**config.mk**
```make
export PLATFORM = sky130hd
export DESIGN_NAME = arm_data_processing_alu_core
export DESIGN_NICKNAME = d
export VERILOG_FILES = /design/src/rtl/adpa_pkg.sv /design/src/rtl/arm_data_processing_alu_core.sv /design/src/rtl/adpa_decode.sv
export VERILOG_INCLUDE_DIRS = /design/src /design/src/rtl
export SDC_FILE = /design/constraint.sdc
export NUM_CORES = 1
export LEC_CHECK = 0
export BUFFER_PORTS_ARGS = -buffer_cell sky130_fd_sc_hd__buf_2
export CORE_MARGIN = 3
export CORE_UTILIZATION = 55
export DETAILED_ROUTE_END_ITERATION = 6
export PLACE_DENSITY_LB_ADDON = 0.3
export SLEW_MARGIN = 10
export SYNTH_ARGS = -nofsm -noshare
export SYNTH_HDL_FRONTEND = slang
export SYNTH_SLANG_ARGS = --single-unit
```
**constraint.sdc**
```tcl
create_clock -name clk -period 7.7 [get_ports clk]
set_input_delay 2.31 -clock clk [delete_from_list [all_inputs] [get_ports clk]]
set_output_delay 2.31 -clock clk [all_outputs]
set_load 0.05 [all_outputs]
```
**src/rtl/arm_data_processing_alu_core_defines.svh**
```systemverilog
// Assertion macros shared by the ALU core RTL.
// Needs a clk and an active-low rst_n in the scope where it is used.
`ifndef ARM_DATA_PROCESSING_ALU_CORE_DEFINES_SVH
`define ARM_DATA_PROCESSING_ALU_CORE_DEFINES_SVH

// Checked property, off while reset is held.
`define ADPA_ASSERT(lbl, prop, msg) \
  lbl: assert property (@(posedge clk) disable iff (!rst_n) prop) else $error(msg);

// Checked property, live during reset as well.
`define ADPA_ASSERT_ALWAYS(lbl, prop, msg) \
  lbl: assert property (@(posedge clk) prop) else $error(msg);

`endif

```
**src/rtl/adpa_pkg.sv**
```systemverilog
// Shared types and constants for the data-processing ALU core.
// No dependencies; imported by adpa_decode, the top level, the checker and the testbench.
package adpa_pkg;

  localparam int unsigned XLEN = 32;
  localparam logic [3:0]  PC_INDEX = 4'd15;

  typedef enum logic [3:0] {
    CMD_AND = 4'd0,
    CMD_EOR = 4'd1,
    CMD_SUB = 4'd2,
    CMD_RSB = 4'd3,
    CMD_ADD = 4'd4,
    CMD_ADC = 4'd5,
    CMD_SBC = 4'd6,
    CMD_RSC = 4'd7,
    CMD_TST = 4'd8,
    CMD_TEQ = 4'd9,
    CMD_CMP = 4'd10,
    CMD_CMN = 4'd11,
    CMD_ORR = 4'd12,
    CMD_MOV = 4'd13,
    CMD_BIC = 4'd14,
    CMD_MVN = 4'd15
  } cmd_t;

  typedef enum logic [1:0] {
    CIN_ZERO = 2'd0,
    CIN_ONE  = 2'd1,
    CIN_FLAG = 2'd2
  } cin_sel_t;

  typedef enum logic [2:0] {
    LOG_AND = 3'd0,
    LOG_EOR = 3'd1,
    LOG_ORR = 3'd2,
    LOG_MOV = 3'd3,
    LOG_BIC = 3'd4,
    LOG_MVN = 3'd5
  } logic_sel_t;

  typedef struct packed {
    logic       arith;
    logic       swap;
    logic       inv_y;
    cin_sel_t   cin_sel;
    logic_sel_t logic_sel;
    logic       wb;
  } ctrl_t;

endpackage

```
**src/rtl/arm_data_processing_alu_core.sv**
```systemverilog
// Data-processing ALU core, 32-bit, sixteen opcodes, stream in and stream out.
// Depends on adpa_pkg, adpa_decode and arm_data_processing_alu_core_defines.svh.
//
// Each word passes stages 1 to 3 in order: stage 1 decodes and selects adder
// operands and the logic result, stage 2 runs the 32-bit carry add and picks
// C and V, stage 3 forms N and Z, masks the flags and holds the output word.
// Sustained rate is one word per cycle while out_tready is high; each stage
// holds its word while the next stage is full and stalled; no word is lost or repeated.
`include "arm_data_processing_alu_core_defines.svh"

module arm_data_processing_alu_core
  import adpa_pkg::*;
(
  input  logic        clk,
  input  logic        rst_n,
  input  logic        in_tvalid,
  output logic        in_tready,
  // [3:0] command, [35:4] operand_a, [67:36] operand_b, [71:68] dest_index,
  // [72] s_bit, [73] shifter_carry, [74] carry_in, [75] overflow_in, [79:76] zero
  input  logic [79:0] in_tdata,
  output logic        out_tvalid,
  input  logic        out_tready,
  // [31:0] result_value, [32] reg_write, [33] flags_updated, [34] neg_flag,
  // [35] zero_flag, [36] carry_flag, [37] ovf_flag, [39:38] zero
  output logic [39:0] out_tdata
);

  cmd_t            in_cmd;
  logic [XLEN-1:0] in_a;
  logic [XLEN-1:0] in_b;
  logic [3:0]      in_dest;
  logic            in_s, in_shc, in_cin, in_vin;
  ctrl_t           dec;

  assign in_cmd  = cmd_t'(in_tdata[3:0]);
  assign in_a    = in_tdata[35:4];
  assign in_b    = in_tdata[67:36];
  assign in_dest = in_tdata[71:68];
  assign in_s    = in_tdata[72];
  assign in_shc  = in_tdata[73];
  assign in_cin  = in_tdata[74];
  assign in_vin  = in_tdata[75];

  adpa_decode u_decode (
    .cmd  (in_cmd),
    .ctrl (dec)
  );

  logic adv1, adv2, adv3;

  // stage 1 registers
  logic            s1_valid_r, s1_valid_nxt;
  logic [XLEN-1:0] s1_x_r, s1_x_nxt;
  logic [XLEN-1:0] s1_y_r, s1_y_nxt;
  logic            s1_c_r, s1_c_nxt;
  logic [XLEN-1:0] s1_log_r, s1_log_nxt;
  logic            s1_arith_r, s1_wb_r, s1_upd_r, s1_shc_r, s1_vin_r;
  logic            s1_upd_nxt;
  logic [3:0]      s1_dest_r;

  // stage 2 registers
  logic            s2_valid_r, s2_valid_nxt;
  logic [XLEN-1:0] s2_res_r, s2_res_nxt;
  logic            s2_c_r, s2_c_nxt;
  logic            s2_v_r, s2_v_nxt;
  logic            s2_wb_r, s2_upd_r;

  // stage 3 (output) registers
  logic            s3_valid_r, s3_valid_nxt;
  logic [XLEN-1:0] s3_res_r;
  logic            s3_wb_r, s3_upd_r, s3_n_r, s3_z_r, s3_c_r, s3_v_r;
  logic            s3_n_nxt, s3_z_nxt, s3_c_nxt, s3_v_nxt;

  assign adv3      = !s3_valid_r || out_tready;
  assign adv2      = !s2_valid_r || adv3;
  assign adv1      = !s1_valid_r || adv2;
  assign in_tready = adv1;

  // stage 1: operand select and logic result
  always_comb begin
    logic [XLEN-1:0] ysrc;
    ysrc     = dec.swap ? in_a : in_b;
    s1_x_nxt = dec.swap ? in_b : in_a;
    s1_y_nxt = dec.inv_y ? ~ysrc : ysrc;
    unique case (dec.cin_sel)
      CIN_ZERO: s1_c_nxt = 1'b0;
      CIN_ONE:  s1_c_nxt = 1'b1;
      CIN_FLAG: s1_c_nxt = in_cin;
      default:  s1_c_nxt = 1'b0;
    endcase
    unique case (dec.logic_sel)
      LOG_AND: s1_log_nxt = in_a & in_b;
      LOG_EOR: s1_log_nxt = in_a ^ in_b;
      LOG_ORR: s1_log_nxt = in_a | in_b;
      LOG_MOV: s1_log_nxt = in_b;
      LOG_BIC: s1_log_nxt = in_a & ~in_b;
      LOG_MVN: s1_log_nxt = ~in_b;
      default: s1_log_nxt = in_a & in_b;
    endcase
    s1_upd_nxt   = in_s && (in_dest != PC_INDEX);
    s1_valid_nxt = adv1 ? in_tvalid : s1_valid_r;
  end

  // stage 2: carry add, flag source select
  always_comb begin
    logic [XLEN:0] sum;
    sum = {1'b0, s1_x_r} + {1'b0, s1_y_r} + {{XLEN{1'b0}}, s1_c_r};
    if (s1_arith_r) begin
      s2_res_nxt = sum[XLEN-1:0];
      s2_c_nxt   = sum[XLEN];
      s2_v_nxt   = ~(s1_x_r[XLEN-1] ^ s1_y_r[XLEN-1]) & (s1_x_r[XLEN-1] ^ sum[XLEN-1]);
    end else begin
      s2_res_nxt = s1_log_r;
      s2_c_nxt   = s1_shc_r;
      s2_v_nxt   = s1_vin_r;
    end
    s2_valid_nxt = adv2 ? s1_valid_r : s2_valid_r;
  end

  // stage 3: N, Z and masking
  always_comb begin
    s3_n_nxt     = s2_upd_r & s2_res_r[XLEN-1];
    s3_z_nxt     = s2_upd_r & (s2_res_r == '0);
    s3_c_nxt     = s2_upd_r & s2_c_r;
    s3_v_nxt     = s2_upd_r & s2_v_r;
    s3_valid_nxt = adv3 ? s2_valid_r : s3_valid_r;
  end

  always_ff @(posedge clk) begin
    if (!rst_n) begin
      s1_valid_r <= 1'b0;
      s2_valid_r <= 1'b0;
      s3_valid_r <= 1'b0;
    end else begin
      s1_valid_r <= s1_valid_nxt;
      s2_valid_r <= s2_valid_nxt;
      s3_valid_r <= s3_valid_nxt;
    end
  end

  always_ff @(posedge clk) begin
    if (adv1) begin
      s1_x_r     <= s1_x_nxt;
      s1_y_r     <= s1_y_nxt;
      s1_c_r     <= s1_c_nxt;
      s1_log_r   <= s1_log_nxt;
      s1_arith_r <= dec.arith;
      s1_wb_r    <= dec.wb;
      s1_upd_r   <= s1_upd_nxt;
      s1_shc_r   <= in_shc;
      s1_vin_r   <= in_vin;
      s1_dest_r  <= in_dest;
    end
    if (adv2) begin
      s2_res_r <= s2_res_nxt;
      s2_c_r   <= s2_c_nxt;
      s2_v_r   <= s2_v_nxt;
      s2_wb_r  <= s1_wb_r;
      s2_upd_r <= s1_upd_r;
    end
    if (adv3) begin
      s3_res_r <= s2_res_r;
      s3_wb_r  <= s2_wb_r;
      s3_upd_r <= s2_upd_r;
      s3_n_r   <= s3_n_nxt;
      s3_z_r   <= s3_z_nxt;
      s3_c_r   <= s3_c_nxt;
      s3_v_r   <= s3_v_nxt;
    end
  end

  assign out_tvalid = s3_valid_r;
  assign out_tdata  = {2'b00, s3_v_r, s3_c_r, s3_z_r, s3_n_r, s3_upd_r, s3_wb_r, s3_res_r};

  `ADPA_ASSERT(a_flags_masked,
    (s3_valid_r && !s3_upd_r) |-> !(s3_n_r || s3_z_r || s3_c_r || s3_v_r),
    "flag bits set on a word without flag update")
  `ADPA_ASSERT(a_pc_no_update,
    (s1_valid_r && s1_dest_r == PC_INDEX) |-> !s1_upd_r,
    "flag update enabled for a PC destination")
  `ADPA_ASSERT(a_out_hold,
    (s3_valid_r && !out_tready) |=> (s3_valid_r && $stable(s3_res_r) && $stable(s3_upd_r)),
    "output word changed while stalled")
  `ADPA_ASSERT(a_s2_hold,
    (s2_valid_r && !adv3) |=> (s2_valid_r && $stable(s2_res_r) && $stable(s2_c_r)),
    "stage 2 word changed while stalled")
  `ADPA_ASSERT_ALWAYS(a_reset_empty,
    !rst_n |=> !(s1_valid_r || s2_valid_r || s3_valid_r),
    "pipeline not empty after reset")

endmodule

```
**src/rtl/adpa_decode.sv**
```systemverilog
// Opcode decoder: maps the 4-bit data-processing opcode to adder and logic controls.
// Depends on adpa_pkg.
module adpa_decode
  import adpa_pkg::*;
(
  input  cmd_t  cmd,
  output ctrl_t ctrl
);

  always_comb begin
    ctrl.arith     = 1'b0;
    ctrl.swap      = 1'b0;
    ctrl.inv_y     = 1'b0;
    ctrl.cin_sel   = CIN_ZERO;
    ctrl.logic_sel = LOG_AND;
    ctrl.wb        = 1'b1;
    unique case (cmd)
      CMD_AND: ctrl.logic_sel = LOG_AND;
      CMD_EOR: ctrl.logic_sel = LOG_EOR;
      CMD_SUB: begin
        ctrl.arith = 1'b1; ctrl.inv_y = 1'b1; ctrl.cin_sel = CIN_ONE;
      end
      CMD_RSB: begin
        ctrl.arith = 1'b1; ctrl.swap = 1'b1; ctrl.inv_y = 1'b1; ctrl.cin_sel = CIN_ONE;
      end
      CMD_ADD: ctrl.arith = 1'b1;
      CMD_ADC: begin
        ctrl.arith = 1'b1; ctrl.cin_sel = CIN_FLAG;
      end
      CMD_SBC: begin
        ctrl.arith = 1'b1; ctrl.inv_y = 1'b1; ctrl.cin_sel = CIN_FLAG;
      end
      CMD_RSC: begin
        ctrl.arith = 1'b1; ctrl.swap = 1'b1; ctrl.inv_y = 1'b1; ctrl.cin_sel = CIN_FLAG;
      end
      CMD_TST: begin
        ctrl.logic_sel = LOG_AND; ctrl.wb = 1'b0;
      end
      CMD_TEQ: begin
        ctrl.logic_sel = LOG_EOR; ctrl.wb = 1'b0;
      end
      CMD_CMP: begin
        ctrl.arith = 1'b1; ctrl.inv_y = 1'b1; ctrl.cin_sel = CIN_ONE; ctrl.wb = 1'b0;
      end
      CMD_CMN: begin
        ctrl.arith = 1'b1; ctrl.wb = 1'b0;
      end
      CMD_ORR: ctrl.logic_sel = LOG_ORR;
      CMD_MOV: ctrl.logic_sel = LOG_MOV;
      CMD_BIC: ctrl.logic_sel = LOG_BIC;
      CMD_MVN: ctrl.logic_sel = LOG_MVN;
    endcase
  end

endmodule

```
==> impl_metrics.tcl <==
set metrics [dict create \
    status "completed" \
    grt_max_degree 129 \
    synth_top_cell_by_area "edfxtp_1" \
    relSlewSlack 0.251 \
    htreeDepth 4 \
    cts_hold_buf 0 \
    wl_per_cell_um 16.1 \
    ys_top_cells_by_area "edfxtp_1 (50%), ha_1 (7.6%), xnor2_1 (6.5%)" \
    synth_area_um2 10600 \
    yosys_warnings 0 \
    grt_usage 0.217 \
    core-area_um2 18900 \
    critPathKind "input port to output pin" \
    viasPerCell 5.58 \
    leakage_nw 5.29 \
    worst_slew_pin_slew_ps 1120 \
    cts_num_sinks 179 \
    ys_ff_latch 179 \
    num_vias 7908 \
    grt-ovfl-total 0 \
    setup_tns_ps 0 \
    synth-seq-area-share 0.502 \
    place_ws_ps 1950 \
    clk_latency_ps 430 \
    root_buffer "clkbuf_16" \
    cts_tree "built" \
    synth_edf_count 176 \
    gp_congestion 0.888 \
    rows 50 \
    netlist_top_cells_count "edfxtp_1 (176), a21oi_1 (100), nand2_1 (99), nor2_1 (90)" \
    hold_violations 0 \
    area_growth_pct 13.1 \
    worstPathArrival_ps 3430 \
    antenna_found_initial 3 \
    numPortBuffers 119 \
    grt_first_pass_wirelength_um 36500 \
    critPathTopFamily "buffers and inverters" \
    routed_wl_um 22800 \
    drtIter0Drc 574 \
    drtPass1Iterations 5 \
    dp_hpwl_um 15800 \
    ant_nets 0 \
    cts_buffer_depth 2 \
    yosysMostFrequentCell "edfxtp_1" \
    worstPathRequired_ps 5390 \
    cts_inserted_buffers 17 \
    nets 1293 \
    rsz0062_at_grt "no" \
    period_needed_ps 5740 \
    setup_slack_ps 1960 \
    grt_pass1_vias 7156 \
    cts_setup_buffers 0 \
    setup_viol 0 \
    initial_core_util 0.564 \
    clk_pin_slew_ps 70 \
    ir_worst_vdd_v 0.000154 \
    drv_cap 0 \
    cp_num_buf_inv 3 \
    min_path_type "flop to flop" \
    slowest_stage "nor2b_1" \
    skew_ps 9.38 \
    ctsResizeCount 0 \
    drive_above_1_share 0.182 \
    die_w_um 145 \
    fmax_mhz 174 \
    worstSetupStartpointType "input port" \
    cp_slowest_stage_delay_ps 350 \
    synthCells 1048 \
    cp_cell_sequence "buf_2, nor2b_1, nand3_4, buf_4, buf_2" \
    end_kind "output pin" \
    drc 0 \
    finalCritPeriodShare 0.746 \
    fp.dieH_um 145 \
    crit_path_max_fanout 35 \
    ys_types 63 \
    synth_top_area_frac 0.496 \
    ios 126 \
    crit_top_cell "buf_2" \
    syn_avg_cell_area_um2 10.2 \
    async_flop_share 0 \
    die_area_um2 21100 \
    slew_viol_final 0 \
    powerDensity_nw_per_um2 250 \
    ys_dominant_reg_cell "edfxtp_1" \
]
## metal layers
metal	share of wire	up-vias	global-route usage
met2	0.46	283	0.343
li1	-	3903	-
met3	0.088	38	0.0447
met5	0.0012	-	0
met4	0.020	6	0.0689
met1	0.43	3678	0.304
## final cells by class
cell class                 count  area [µm²]
tap                          260         325
clock inverter                15         170
multi-input combinational    737        4820
antenna                        1        2.50
inverter                      80         300
sequential                   179        5350
clock buffer                  17         425
timing repair buffer         127         656
fill                        1560        6850
## metrics by stage
step	utilization	area, µm²	hold WS (ps)	instances	total power [mW]
finish	0.637	12000	419	1416	3.01
floorplan	-	10700	400	1049	1.95
detailed placement	0.606	11400	405	1383	2.16
global placement	0.606	11400	406	1383	2.15
CTS	0.637	12000	419	1415	3.02
global route	0.637	12000	426	1415	3.16
## placed cells by master, fill, tap and decap left out, drive strengths merged, types with 13 or more instances in the layout
| cell type | synthesis | final |
|---|---|---|
| xnor2 | 79 | 79 |
| edfxtp | 176 | 176 |
| nand2 | 100 | 100 |
| mux2 | 21 | 21 |
| nor2 | 90 | 90 |
| nand3 | 75 | 75 |
| ha | 65 | 65 |
| inv | 80 | 87 |
| a21oi | 106 | 106 |
| clkbuf | 37 | 17 |
| a21o | 13 | 13 |
| o21ai | 81 | 81 |
| buf | 16 | 127 |
## report_power, final
part           switching [mW]  internal, mW
Sequential             0.0591          1.27
Clock                   0.395         0.463
Combinational           0.541         0.278
Total                   0.995          2.01
## final timing paths
| check | startpoint | to | cells past startpoint | slack [ps] |
|---|---|---|---|---|
| worst max-delay path | out_tready | in_tready | 5 | 1960 |
| worst min-delay path | s1_upd_r | s2_upd_r | 0 | 420 |
| worst max register to register | s1_x_r[0] | s2_res_r[26] | 10 | 4320 |
| worst min register to register | s1_upd_r | s2_upd_r | 0 | 420 |
## worst reg2reg max path: cells and delay by family (launching register included)
family	cells	cell delay, ps
AOI/OAI and AO/OA	6	1790
adders and majority gates	2	720
DFF	1	400
buffers and inverters	1	100
and+or+nand+nor	1	60
## state kept, by name, summed over array words and instances, names as in the netlist, 32 cells and up
| register | flops |
|---|---|
| s3_res_r | 32 |
| s1_x_r | 32 |
| s2_res_r | 32 |
| s1_log_r | 32 |
| s1_y_r | 32 |
## cells by family (layout without fill, tap and decap cells)
kind of cell,after synthesis,count (layout),synth area share
flops,179,179,0.502
mux,23,23,0.0241
simple gates,316,316,0.134
other cells,1,3,0.000352
buf+inv,133,239,0.0501
fa+ha+maj,67,67,0.0801
xor+xnor,88,88,0.0724
compound gates,241,241,0.137
No activity file was read; power rests on OpenSTA's default activity.
